**config.mk**
```make
export PLATFORM = sky130hd
export DESIGN_NAME = midi_byte_stream_decoder_core
export DESIGN_NICKNAME = d
export VERILOG_FILES = /design/src/hdl/mbsd_pkg.sv /design/src/hdl/mbsd_front.sv /design/src/hdl/mbsd_queue.sv /design/src/hdl/mbsd_back.sv /design/src/hdl/midi_byte_stream_decoder_core.sv
export SDC_FILE = /design/constraint.sdc
export NUM_CORES = 1
export LEC_CHECK = 0
export CORE_UTILIZATION = 50
export CTS_CLUSTER_SIZE = 30
export DETAILED_ROUTE_END_ITERATION = 6
export DONT_BUFFER_PORTS = 1
export GPL_TIMING_DRIVEN = 0
export PLACE_DENSITY_LB_ADDON = 0.3
export SYNTH_ARGS = -nofsm -noshare
export SYNTH_HDL_FRONTEND = slang
export SYNTH_SLANG_ARGS = --single-unit
```
**constraint.sdc**
```tcl
create_clock -name aclk -period 10.35 [get_ports aclk]
set_clock_uncertainty 0.1 [all_clocks]
set_input_delay 0 -clock aclk [delete_from_list [all_inputs] [get_ports aclk]]
set_output_delay 0 -clock aclk [all_outputs]
set_load 0.02 [all_outputs]
```
**src/hdl/mbsd_pkg.sv**
```systemverilog
// Shared types and constants for the MIDI byte stream decoder.
// No dependencies; imported by every module of the block.
package mbsd_pkg;

    localparam int BUF_DEPTH = 64;
    localparam int ADDR_W    = $clog2(BUF_DEPTH);
    localparam int CNT_W     = $clog2(BUF_DEPTH + 1);

    localparam int Q_DEPTH   = 2;
    localparam int Q_AW      = $clog2(Q_DEPTH);

    localparam logic [7:0] ST_SYSEX_START = 8'hF0;
    localparam logic [7:0] ST_SYSEX_END   = 8'hF7;
    localparam logic [3:0] HI_PROGRAM     = 4'hC;
    localparam logic [3:0] HI_CHAN_PRESS  = 4'hD;

    localparam logic [2:0] KIND_BEND      = 3'd6;
    localparam logic [2:0] KIND_SYSEX     = 3'd7;

    // offset-binary to two's complement for the 14-bit bend word
    localparam logic [13:0] BEND_FLIP     = 14'h2000;

    typedef struct packed {
        logic              is_sysex;
        logic [2:0]        kind;
        logic [3:0]        channel;
        logic [6:0]        p1;
        logic [6:0]        p2;
        logic [13:0]       bend;
        logic [CNT_W-1:0]  cnt;
    } cmd_t;

    typedef struct packed {
        logic              en;
        logic [ADDR_W-1:0] addr;
        logic [7:0]        data;
    } store_wr_t;

endpackage

```
**src/hdl/mbsd_front.sv**
```systemverilog
// Front end: accepts words, tracks the message parser state and classifies bytes.
// Pushes finished messages to the queue and writes sysex bytes to the store. Uses mbsd_pkg.
module mbsd_front import mbsd_pkg::*; (
    input  logic        aclk,
    input  logic        aresetn,
    input  logic [7:0]  s_rx_byte,
    input  logic        s_valid,
    output logic        s_ready,
    input  logic        q_full,
    output logic        q_push,
    output cmd_t        q_cmd,
    output store_wr_t   st_wr,
    input  logic        drain_done
);

    logic             synced_reg, synced_next;
    logic             in_msg_reg, in_msg_next;
    logic [7:0]       status_reg, status_next;
    logic [1:0]       rem_reg, rem_next;
    logic [6:0]       first_reg, first_next;
    logic [CNT_W-1:0] fill_reg, fill_next;
    logic             busy_reg, busy_next;

    logic             accept;
    logic [7:0]       b;
    logic [CNT_W-1:0] fill_inc;
    logic [3:0]       hi;
    logic [13:0]      bend_raw;

    assign s_ready  = !q_full && !busy_reg;
    assign accept   = s_valid && s_ready;
    assign b        = s_rx_byte;
    assign fill_inc = fill_reg + CNT_W'(1);
    assign hi       = status_reg[7:4];

    always_comb begin
        synced_next = synced_reg;
        in_msg_next = in_msg_reg;
        status_next = status_reg;
        rem_next    = rem_reg;
        first_next  = first_reg;
        fill_next   = fill_reg;
        busy_next   = busy_reg && !drain_done;
        q_push      = 1'b0;
        q_cmd       = '0;
        st_wr.en    = 1'b0;
        st_wr.addr  = fill_reg[ADDR_W-1:0];
        st_wr.data  = b;
        bend_raw    = '0;

        if (accept) begin
            if (b[7]) begin
                if (b == ST_SYSEX_END) begin
                    if (in_msg_reg) begin
                        if (status_reg == ST_SYSEX_START) begin
                            st_wr.en     = 1'b1;
                            q_push       = 1'b1;
                            q_cmd.is_sysex = 1'b1;
                            q_cmd.kind   = KIND_SYSEX;
                            q_cmd.cnt    = fill_inc;
                            fill_next    = '0;
                            busy_next    = 1'b1;
                        end
                        in_msg_next = 1'b0;
                        rem_next    = '0;
                    end
                end else begin
                    synced_next = 1'b1;
                    in_msg_next = 1'b0;
                    rem_next    = '0;
                    fill_next   = '0;
                    if (b < ST_SYSEX_START) begin
                        status_next = b;
                        in_msg_next = 1'b1;
                        rem_next    = (b[7:4] == HI_PROGRAM || b[7:4] == HI_CHAN_PRESS)
                                      ? 2'd1 : 2'd2;
                    end else if (b == ST_SYSEX_START) begin
                        status_next = b;
                        in_msg_next = 1'b1;
                        st_wr.en    = 1'b1;
                        st_wr.addr  = '0;
                        fill_next   = CNT_W'(1);
                    end
                end
            end else if (synced_reg && in_msg_reg) begin
                if (status_reg == ST_SYSEX_START) begin
                    st_wr.en  = 1'b1;
                    fill_next = fill_inc;
                    // store full without an end byte: flush what is held
                    if (fill_inc >= CNT_W'(BUF_DEPTH)) begin
                        q_push         = 1'b1;
                        q_cmd.is_sysex = 1'b1;
                        q_cmd.kind     = KIND_SYSEX;
                        q_cmd.cnt      = fill_inc;
                        fill_next      = '0;
                        in_msg_next    = 1'b0;
                        busy_next      = 1'b1;
                    end
                end else if (rem_reg >= 2'd2) begin
                    first_next = b[6:0];
                    rem_next   = 2'd1;
                end else begin
                    q_push        = 1'b1;
                    q_cmd.kind    = status_reg[6:4];
                    q_cmd.channel = status_reg[3:0];
                    if (hi == HI_PROGRAM || hi == HI_CHAN_PRESS) begin
                        q_cmd.p1 = b[6:0];
                        q_cmd.p2 = '0;
                    end else begin
                        q_cmd.p1 = first_reg;
                        q_cmd.p2 = b[6:0];
                    end
                    bend_raw = {b[6:0], first_reg};
                    if (status_reg[6:4] == KIND_BEND) begin
                        q_cmd.bend = bend_raw ^ BEND_FLIP;
                    end
                    in_msg_next = 1'b0;
                    rem_next    = '0;
                end
            end
        end
    end

    always_ff @(posedge aclk) begin
        if (!aresetn) begin
            synced_reg <= 1'b0;
            in_msg_reg <= 1'b0;
            status_reg <= '0;
            rem_reg    <= '0;
            first_reg  <= '0;
            fill_reg   <= '0;
            busy_reg   <= 1'b0;
        end else begin
            synced_reg <= synced_next;
            in_msg_reg <= in_msg_next;
            status_reg <= status_next;
            rem_reg    <= rem_next;
            first_reg  <= first_next;
            fill_reg   <= fill_next;
            busy_reg   <= busy_next;
        end
    end

endmodule

```
**src/hdl/mbsd_queue.sv**
```systemverilog
// Short command queue between the front end and the back end.
// Holds cmd_t entries from mbsd_pkg.
module mbsd_queue import mbsd_pkg::*; (
    input  logic aclk,
    input  logic aresetn,
    input  logic push,
    input  cmd_t push_cmd,
    output logic full,
    input  logic pop,
    output logic empty,
    output cmd_t head
);

    cmd_t            q_mem [Q_DEPTH];
    logic [Q_AW-1:0] wr_ptr_reg, wr_ptr_next;
    logic [Q_AW-1:0] rd_ptr_reg, rd_ptr_next;
    logic [Q_AW:0]   cnt_reg, cnt_next;

    assign full  = (cnt_reg == (Q_AW+1)'(Q_DEPTH));
    assign empty = (cnt_reg == '0);
    assign head  = q_mem[rd_ptr_reg];

    always_comb begin
        wr_ptr_next = wr_ptr_reg;
        rd_ptr_next = rd_ptr_reg;
        cnt_next    = cnt_reg;
        if (push) begin
            wr_ptr_next = (wr_ptr_reg == Q_AW'(Q_DEPTH - 1)) ? '0 : wr_ptr_reg + Q_AW'(1);
        end
        if (pop) begin
            rd_ptr_next = (rd_ptr_reg == Q_AW'(Q_DEPTH - 1)) ? '0 : rd_ptr_reg + Q_AW'(1);
        end
        case ({push, pop})
            2'b10:   cnt_next = cnt_reg + (Q_AW+1)'(1);
            2'b01:   cnt_next = cnt_reg - (Q_AW+1)'(1);
            default: cnt_next = cnt_reg;
        endcase
    end

    always_ff @(posedge aclk) begin
        if (push) begin
            q_mem[wr_ptr_reg] <= push_cmd;
        end
    end

    always_ff @(posedge aclk) begin
        if (!aresetn) begin
            wr_ptr_reg <= '0;
            rd_ptr_reg <= '0;
            cnt_reg    <= '0;
        end else begin
            wr_ptr_reg <= wr_ptr_next;
            rd_ptr_reg <= rd_ptr_next;
            cnt_reg    <= cnt_next;
        end
    end

endmodule

```
**src/hdl/mbsd_back.sv**
```systemverilog
// Back end: pops commands, holds the sysex store and drives the output register.
// Channel commands go straight out; sysex commands drain the store. Uses mbsd_pkg.
module mbsd_back import mbsd_pkg::*; (
    input  logic               aclk,
    input  logic               aresetn,
    input  logic               q_empty,
    input  cmd_t               q_head,
    output logic               q_pop,
    input  store_wr_t          st_wr,
    output logic               drain_done,
    output logic               m_valid,
    input  logic               m_ready,
    output logic [2:0]         m_kind,
    output logic [3:0]         m_channel,
    output logic [6:0]         m_first_param,
    output logic [6:0]         m_second_param,
    output logic signed [13:0] m_bend_value,
    output logic [7:0]         m_sysex_value,
    output logic               m_last
);

    localparam logic B_IDLE  = 1'b0;
    localparam logic B_DRAIN = 1'b1;

    logic [7:0]        store [BUF_DEPTH];
    logic [7:0]        rd_data_reg;
    logic              rd_en;
    logic [ADDR_W-1:0] rd_addr;

    logic              state_reg, state_next;
    logic [ADDR_W-1:0] idx_reg, idx_next;
    logic [CNT_W-1:0]  cnt_reg, cnt_next;
    logic              m_valid_reg, m_valid_next;

    logic              out_free;
    logic              load_chan;
    logic              load_sx;
    logic              sx_last;

    assign out_free = !m_valid_reg || m_ready;
    assign sx_last  = ((CNT_W'(idx_reg) + CNT_W'(1)) == cnt_reg);

    always_comb begin
        state_next   = state_reg;
        idx_next     = idx_reg;
        cnt_next     = cnt_reg;
        m_valid_next = m_valid_reg && !m_ready;
        q_pop        = 1'b0;
        rd_en        = 1'b0;
        rd_addr      = '0;
        load_chan    = 1'b0;
        load_sx      = 1'b0;
        drain_done   = 1'b0;
        case (state_reg)
            B_IDLE: begin
                if (!q_empty) begin
                    if (q_head.is_sysex) begin
                        q_pop      = 1'b1;
                        rd_en      = 1'b1;
                        idx_next   = '0;
                        cnt_next   = q_head.cnt;
                        state_next = B_DRAIN;
                    end else if (out_free) begin
                        q_pop        = 1'b1;
                        load_chan    = 1'b1;
                        m_valid_next = 1'b1;
                    end
                end
            end
            B_DRAIN: begin
                // read data for idx_reg is in rd_data_reg this cycle
                if (out_free) begin
                    load_sx      = 1'b1;
                    m_valid_next = 1'b1;
                    if (sx_last) begin
                        drain_done = 1'b1;
                        state_next = B_IDLE;
                    end else begin
                        idx_next = idx_reg + ADDR_W'(1);
                        rd_en    = 1'b1;
                        rd_addr  = idx_reg + ADDR_W'(1);
                    end
                end
            end
            default: state_next = B_IDLE;
        endcase
    end

    always_ff @(posedge aclk) begin
        if (st_wr.en) begin
            store[st_wr.addr] <= st_wr.data;
        end
        if (rd_en) begin
            rd_data_reg <= store[rd_addr];
        end
    end

    always_ff @(posedge aclk) begin
        if (load_chan) begin
            m_kind         <= q_head.kind;
            m_channel      <= q_head.channel;
            m_first_param  <= q_head.p1;
            m_second_param <= q_head.p2;
            m_bend_value   <= q_head.bend;
            m_sysex_value  <= '0;
            m_last         <= 1'b1;
        end else if (load_sx) begin
            m_kind         <= KIND_SYSEX;
            m_channel      <= '0;
            m_first_param  <= '0;
            m_second_param <= '0;
            m_bend_value   <= '0;
            m_sysex_value  <= rd_data_reg;
            m_last         <= sx_last;
        end
    end

    always_ff @(posedge aclk) begin
        if (!aresetn) begin
            state_reg   <= B_IDLE;
            idx_reg     <= '0;
            cnt_reg     <= '0;
            m_valid_reg <= 1'b0;
        end else begin
            state_reg   <= state_next;
            idx_reg     <= idx_next;
            cnt_reg     <= cnt_next;
            m_valid_reg <= m_valid_next;
        end
    end

    assign m_valid = m_valid_reg;

endmodule

```
**src/hdl/midi_byte_stream_decoder_core.sv**
```systemverilog
// Top level of the MIDI byte stream decoder: front end, command queue, back end.
// Depends on mbsd_pkg, mbsd_front, mbsd_queue and mbsd_back.
//
// Takes one received MIDI byte per word on s_ and gives decoded results on m_. A byte is
// taken every cycle while the command queue has room and no sysex drain is running; a
// complete channel message gives one result, pushed into the command queue once its last
// data byte is accepted and then loaded into the output register when that is free. A sysex
// message (F0 up to F7, or BUF_DEPTH bytes without F7) is held in a store inside the back
// end; once it ends, s_ready stays low until the last of its stored bytes is loaded into the
// output register. Store reads are registered, one per cycle while the output register is
// free, and set the drain rate. No clearing pass is needed after reset.
module midi_byte_stream_decoder_core import mbsd_pkg::*; (
    input  logic               aclk,
    input  logic               aresetn,
    input  logic [7:0]         s_rx_byte,
    input  logic               s_valid,
    output logic               s_ready,
    output logic [2:0]         m_kind,
    output logic [3:0]         m_channel,
    output logic [6:0]         m_first_param,
    output logic [6:0]         m_second_param,
    output logic signed [13:0] m_bend_value,
    output logic [7:0]         m_sysex_value,
    output logic               m_last,
    output logic               m_valid,
    input  logic               m_ready
);

    logic      q_full;
    logic      q_empty;
    logic      q_push;
    logic      q_pop;
    cmd_t      q_cmd;
    cmd_t      q_head;
    store_wr_t st_wr;
    logic      drain_done;

    mbsd_front u_front (
        .aclk       (aclk),
        .aresetn    (aresetn),
        .s_rx_byte  (s_rx_byte),
        .s_valid    (s_valid),
        .s_ready    (s_ready),
        .q_full     (q_full),
        .q_push     (q_push),
        .q_cmd      (q_cmd),
        .st_wr      (st_wr),
        .drain_done (drain_done)
    );

    mbsd_queue u_queue (
        .aclk     (aclk),
        .aresetn  (aresetn),
        .push     (q_push),
        .push_cmd (q_cmd),
        .full     (q_full),
        .pop      (q_pop),
        .empty    (q_empty),
        .head     (q_head)
    );

    mbsd_back u_back (
        .aclk           (aclk),
        .aresetn        (aresetn),
        .q_empty        (q_empty),
        .q_head         (q_head),
        .q_pop          (q_pop),
        .st_wr          (st_wr),
        .drain_done     (drain_done),
        .m_valid        (m_valid),
        .m_ready        (m_ready),
        .m_kind         (m_kind),
        .m_channel      (m_channel),
        .m_first_param  (m_first_param),
        .m_second_param (m_second_param),
        .m_bend_value   (m_bend_value),
        .m_sysex_value  (m_sysex_value),
        .m_last         (m_last)
    );

endmodule

```
==> run metrics, run 1 <==
status=finished clean; Internal=5.056 mW; Hold/Removal Path Class=in -> reg; net switching power=~2.1 mW; Die H=239.1 µm; max_cap viols=0; pwr dens=~230 nW/µm²; Top FF cell, synth=edfxtp_1; Area contributors post-synth=edfxtp_1 68%, mux2i_1 4.5%, dfxtp_1 3.9%; DR pass1 iterations=6; Synth async-reset ratio=0; max reg flops=512; sw frac=0.2935; total CTS buffers=72; final period utilization=0.5480; sequential area share after synthesis=0.7241; RR Endpoint=u_back.rd_data_reg[0]; worst vdd ir=0.1384 mV; Register-to-Register Path Depth=10; CTS tree=done; Die W=239.1 µm; post-CTS sizing=0; post-route cell area=31720 µm²; initial antenna violation count=2; Setup CP Type=reg -> reg; Post-DP Area=29090 µm²; FF-to-FF Start=u_back.idx_reg[0]; vias per cell=between 6 and 7; Fmax achieved=between 150 and 200 MHz; crit end category=flop; CTS max path bufs=3; TritonCTS sink count=roughly 700; Hold Path Stages=4; Layout fillers=roughly 4300; Layout area overhead=12.87%; WHS Endpoint=u_back.m_valid; root buffer cell=clkbuf_16; vias=between 15000 and 20000; Top reg by flops=u_back.store; HPWL after detailed placement=56850 µm; Final TNS setup=0 ps; DRT Wirelength=86790 µm; nets=1993; pin count of the biggest net entering global routing=72; Setup Buffers After CTS=0; synth warn=0; Initial Util=0.5081; cells after synthesis=1883; DR iter-0 viols=2493; syn_nets=1898; Yosys cell types=74; startpoint types=flop; Worst-path clk slew=60 ps; worst skew pair latency=620 ps; WP data arrival=5860 ps; CTS H-tree depth=3; IO buf count=0; Yosys reg bits=~700; total global-route track usage=0.3060; Max-slew headroom=0.04356; final worst path period need=between 5000 and 6000 ps; Combinational Power Share=0.175; synthesized cell area=28100 µm²; share of cells above drive strength 1=0.1051; actual slew at the worst max-slew pin=1420 ps; # DRC=0; FF-to-FF setup slack=4680 ps; worst path required time=approximately 11000 ps; number of synthesized flops with an enable pin=roughly 640; cell row count=86; hold_sp=m_ready; grt total ovfl=0; top cell type by total area after synthesis=edfxtp_1; Routed wire per std cell=31.27 µm; die area=57160 µm²; antenna viol nets, final=0; final hold violations=0; final total power=7.156 mW; Leakage=around 9.9 nW; Final GP Congestion=1.057; antenna cells=0; Clk pwr share=0.354; fin. max-slew vios=0; vias in the first global route=between 15000 and 20000; Mean Syn Cell Area=14.92 µm²; # setup viols final=0; power share of the sequential group=0.472; first-pass GRT wire length=122200 µm; post-synth top area share=0.6849; Largest regs=u_back.store: 512 flops, u_queue.q_mem: 86 flops, u_back.m_bend_value: 14 flops; Placeable Area=55310 µm²; RSZ-0062 raised after global routing=false; io pins=between 50 and 60; crit-path max FO=10
## cells in the mapped netlist, types with 17 or more instances
| cell | count |
|---|---|
| mux2i_1 | 126 |
| o21ai_0 | 99 |
| mux4_2 | 28 |
| o22ai_1 | 23 |
| clkbuf_1 | 74 |
| nand2_1 | 119 |
| dfxtp_1 | 55 |
| nor2_1 | 174 |
| mux2_2 | 19 |
| buf_2 | 22 |
| nor2b_1 | 24 |
| and2_1 | 31 |
| nor3_1 | 17 |
| edfxtp_1 | 641 |
| buf_1 | 17 |
| nand3_1 | 28 |
| a21oi_1 | 75 |
## power groups by stage
stage               Combinational (mW)  Clock, mW  Sequential, mW
global route                      1.29       2.65            3.39
finish                            1.25       2.53            3.38
CTS                               1.21       2.54            3.38
global placement                  1.13          0            3.44
floorplan                        0.707          0            3.42
detailed placement                1.15          0            3.44
## layer usage
layer | share of wire | GRT usage
met2 | 0.45 | 0.4606
met4 | 0.048 | 0.1482
met5 | 0.00015 | 0
met1 | 0.38 | 0.4080
met3 | 0.13 | 0.08903
## critical path, cell delays in order, from the launching register on
cell,delay [ps]
dfxtp_1,400
buf_2,410
buf_2,530
buf_2,550
buf_1,990
clkbuf_1,830
o21ai_0,340
a22oi_1,220
nor3_1,70
a211oi_1,510
o32ai_1,340
## kinds of logic after synthesis
family          count (synthesis)  synth area share
xor+xnor                       21          0.007346
flops                         696            0.7241
buf+inv                       128           0.01874
simple gates                  456           0.07391
compound gates                406           0.09964
fa+ha+maj                       3          0.001336
mux                           173           0.07493
## through the flow
stage,instances,setup WS [ps],hold slack (ps),utilization
2_1_floorplan,1883,6249,-1.131,-
3_3_place_gp,2631,4819,2.532,0.5250
3_5_place_dp,2633,5029,1.344,0.5260
4_1_cts,2775,4997,131.7,0.5733
5_1_grt,2775,4824,232.2,0.5735
6_report,2775,4678,172.9,0.5735
## layout by cell type (no fill, tap or decap), drive strengths merged, types with 19 or more instances in the layout
master  synthesis  layout
edfxtp        641     641
nor2          174     174
clkbuf         74     164
mux2i         126     126
nand2         120     120
o21ai         106     106
a21oi          78      78
dfxtp          55      55
buf            43      53
and2           31      31
nand3          28      28
mux4           28      28
clkinv          1      26
nor2b          24      24
o22ai          23      23
mux2           19      19
## layout make-up
cell class,count,area [µm²],share of cell area
inverter,11,41.29,0.001302
multi-input combinational,1059,7254,0.2287
tap,748,935.9,0.02950
timing repair buffer,21,370.4,0.01168
clock buffer,90,1993,0.06284
clock inverter,33,290.3,0.009151
sequential,696,20350,0.6415
buffer,117,485.5,0.01530
## worst max path at each step
stage,startpoint,end,slack (ps)
after floorplan,u_front.fill_reg[1],u_queue.q_mem[0][0],6250
after global placement,u_front.fill_reg[4],u_queue.q_mem[0][9],4820
after detailed placement,u_back.idx_reg[0],u_back.rd_data_reg[0],5030
after CTS,u_back.idx_reg[0],u_back.rd_data_reg[0],5000
after global routing,u_back.idx_reg[0],u_back.rd_data_reg[0],4820
final,u_back.idx_reg[0],u_back.rd_data_reg[0],4680
## repair_timing
item / 4_1_cts / 5_1_grt
setup endpoints to repair: 0 / 0
hold buffers: 19 / 0
hold endpoints to repair: 586 / 0
Power figures use the tool's default switching activity.
==> inputs of run 2 (changes only) <==
- ABC_AREA: not set -> 1
- clock period: 10.35 -> 4.9 ns (I/O delays scaled with it)
==> run 2 against run 1 <==
- the flow now finishes with violations (DRC)
- cell count grew 36%
- power grew 130%
- utilization decreased by 0.23 points
- non-clock buffer count up 54
- via count up 22%
- combinational power rose to 2.9 times the previous value
- global-route usage fell by 0.64 points
- largest cell class unchanged
- highest routed layer unchanged
==> run metrics, run 2 <==
Routed wire per std cell=24.18 µm (was 31.27 µm); actual slew at the worst max-slew pin=1414 ps (was 1420 ps); max_cap viols=0 (unchanged); Combinational Power Share=0.220 (was 0.175); final period utilization=0.9130 (was 0.5480); violated checks=DRC; CTS max path bufs=3 (unchanged); cell row count=89 (was 86); Final GP Congestion=1.074 (was 1.057); number of synthesized flops with an enable pin=641 (unchanged); worst skew pair latency=630 ps (was 620 ps); synth warn=0 (unchanged); vias in the first global route=20660 (was 17150); status=complete, but fails checks (was finished clean); worst path required time=5030 ps (was 10540 ps); total global-route track usage=0.2996 (was 0.3060); IO buf count=0 (unchanged); pwr dens=485.4 nW/µm² (was 225.6 nW/µm²); Die H=247.5 µm (was 239.1 µm); Placeable Area=59240 µm² (was 55310 µm²); share of cells above drive strength 1=0.08436 (was 0.1051); root buffer cell=clkbuf_16 (unchanged); FF-to-FF setup slack=430 ps (was 4680 ps); sequential area share after synthesis=0.6752 (was 0.7241); Layout area overhead=12.29% (was 12.87%); grt total ovfl=0 (unchanged); DRT Wirelength=91220 µm (was 86790 µm); Critical Path Max Stage Delay=990 ps (about the same); most frequent cells after synthesis=641 x edfxtp_1, 436 x nand3_1, 398 x inv_1 (was 641 x edfxtp_1, 174 x nor2_1, 126 x mux2i_1); crit-path max FO=10 (unchanged); die area=61260 µm² (was 57160 µm²); Placement Setup Slack=597.5 ps (was 5029 ps); max reg flops=512 (unchanged); io pins=58 (unchanged); final total power=16.43 mW (was 7.156 mW); Area contributors post-synth=edfxtp_1 64%, nand3_1 7.2%, inv_1 5.0% (was edfxtp_1 68%, mux2i_1 4.5%, dfxtp_1 3.9%); vias per cell=5.874 (was 6.520); RSZ-0062 raised after global routing=false (unchanged); Setup CP Type=reg -> reg (unchanged); Top FF cell, synth=edfxtp_1 (unchanged); adder-cell share of the synthesized area=0.001245 (was 0.001336); Fmax achieved=223.5 MHz (was 176.3 MHz); pin count of the biggest net entering global routing=70 (was 72); Layout fillers=4927 (was 4313); DR pass1 iterations=7 (was 6); first-pass GRT wire length=132300 µm (was 122200 µm); # DRC=6 (was 0); # setup viols final=0 (unchanged); DR iter-0 viols=2651 (was 2493); XOR/XNOR Fraction of Synth Area=0.001453 (was 0.007346); final hold violations=0 (unchanged); commonest non-fill, non-tap cell in the layout=edfxtp_1 (unchanged); Synth async-reset ratio=0 (unchanged); Die W=247.5 µm (was 239.1 µm); post-synth top area share=0.6387 (was 0.6849); Max-slew headroom=0.05377 (was 0.04356); Clk pwr share=0.337 (was 0.354); Leakage=13.04 nW (was 9.913 nW); vias=22160 (was 18090); top cell type by total area after synthesis=edfxtp_1 (unchanged); TritonCTS sink count=696 (unchanged); final worst-path setup slack=426.1 ps (was 4678 ps); post-CTS sizing=0 (unchanged); Worst-path clk slew=60 ps (about the same); syn_nets=2860 (was 1898); worst vdd ir=0.3797 mV (was 0.1384 mV); mux share of post-synthesis cell area=0 (was 0.07493); CTS H-tree depth=3 (unchanged); WP data arrival=4600 ps (was 5860 ps); antenna cells=0 (unchanged); Initial Util=0.5087 (was 0.5081); Crit-path slowest cell=nor2_1 (was buf_1); nets=2956 (was 1993); initial antenna violation count=4 (was 2); simple-gate portion of the synthesized area=0.2120 (was 0.07391); Internal=10.96 mW (was 5.056 mW); top-count cell post-synth=edfxtp_1 (unchanged); Largest regs=u_back.store: 512 flops, u_queue.q_mem: 86 flops, u_back.m_bend_value: 14 flops (unchanged); final worst path period need=4474 ps (was 5672 ps); cells after synthesis=2845 (was 1883); synthesized cell area=30140 µm² (was 28100 µm²); CP cell instances=inv_1, a21oi_1, nand2_1, nor2_1, a21oi_1, or2_1, nand2_1, buf_2, nand4_1, nor2_1 (was buf_2, buf_2, buf_2, buf_1, clkbuf_1, o21ai_0, a22oi_1, nor3_1, a211oi_1, o32ai_1); antenna viol nets, final=0 (unchanged); net switching power=5.466 mW (was 2.100 mW); Yosys cell types=36 (was 74); largest family of logic cells by synthesized area=simple AND/OR/NAND/NOR gates (was compound AO/OA/AOI/OAI gates); startpoint types=flop (unchanged); CTS tree=done (unchanged); fin. max-slew vios=0 (unchanged); HPWL after detailed placement=62220 µm (was 56850 µm); Mean Syn Cell Area=10.59 µm² (was 14.92 µm²); sw frac=0.3328 (was 0.2935); power share of the sequential group=0.443 (was 0.472); Hold/Removal Path Class=in -> reg (unchanged); total CTS buffers=73 (was 72); Synth Area in Compound Gates=0.03338 (was 0.09964); Top reg by flops=u_back.store (unchanged); commonest cells after routing, fill and taps aside=641 x edfxtp_1, 436 x nand3_1, 398 x inv_1 (was 641 x edfxtp_1, 172 x nor2_1, 126 x mux2i_1); crit end category=flop (unchanged); Yosys reg bits=696 (unchanged)
[run 2: worst max-delay path: cells and delay by family, from the launching register on]
family / cells / cell delay, ps
AND/OR/NAND/NOR: 6 / 2540
AO/OA/AOI/OAI: 2 / 710
flip-flops: 1 / 390
buffers and inverters: 2 / 350
[run 2: worst paths after layout]
kind / startpoint / endpoint / cells after the start
worst max-delay path: u_queue.cnt_reg[0] / u_back.store[1][0] / 10
worst min-delay path: m_ready / u_back.m_valid / 4
worst max register to register: u_queue.cnt_reg[0] / u_back.store[1][0] / 10
worst min register to register: u_queue.rd_ptr_reg / u_queue.rd_ptr_reg / 1
[run 2: kinds of logic (layout without fill, tap and decap cells)]
| logic type | after synthesis | count (layout) |
|---|---|---|
| simple gates | 1370 | 1370 |
| compound gates | 188 | 188 |
| flops | 696 | 696 |
| buf+inv | 583 | 737 |
| fa+ha+maj | 3 | 3 |
| xor+xnor | 5 | 5 |
[run 2: metrics by stage]
stage / utilization / std cells / setup TNS [ps] / instance area, µm² / hold slack (ps)
4_1_cts: 0.5712 / 3772 / 0 / 33840 / 131.3
3_5_place_dp: 0.5260 / 3620 / 0 / 31160 / 8.613
2_1_floorplan: - / 2845 / 0 / 30140 / -1.131
3_3_place_gp: 0.5250 / 3618 / -34560 / 31100 / 10.36
6_report: 0.5713 / 3772 / 0 / 33840 / 168.0
5_1_grt: 0.5713 / 3772 / 0 / 33840 / 192.7
[run 2: area by class of cell]
cell class / count / area, µm² / share of cell area
plain buffers: 171 / 764.5 / 0.02259
flip-flops and latches: 696 / 20350 / 0.6013
well taps: 773 / 967.2 / 0.02858
clock inverters: 44 / 452.9 / 0.01338
clock buffers: 89 / 1897 / 0.05605
inverters: 412 / 1546 / 0.04570
multi-input cells: 1566 / 7495 / 0.2215
repair buffers: 21 / 370.4 / 0.01094
[run 2: power groups by stage]
stage | clock network (mW) | logic, mW | registers [mW]
after floorplan | 0 | 2.15 | 7.35
after global placement | 0 | 3.28 | 7.39
after detailed placement | 0 | 3.37 | 7.41
after CTS | 5.56 | 3.53 | 7.28
after global routing | 5.77 | 3.88 | 7.31
final | 5.53 | 3.62 | 7.27
[run 2: timing repair]
item	in CTS	in global routing
hold buffers	19	0
hold endpoints to repair	614	0
buffers inserted	0	0
[run 2: metal layers]
layer / global-route usage / vias up / part of all wire
li1: - / 10010 / -
met1: 0.4122 / 10580 / 0.40
met2: 0.4583 / 1336 / 0.45
met3: 0.07429 / 229 / 0.11
met4: 0.1167 / 6 / 0.039
met5: 0 / - / 0.00044
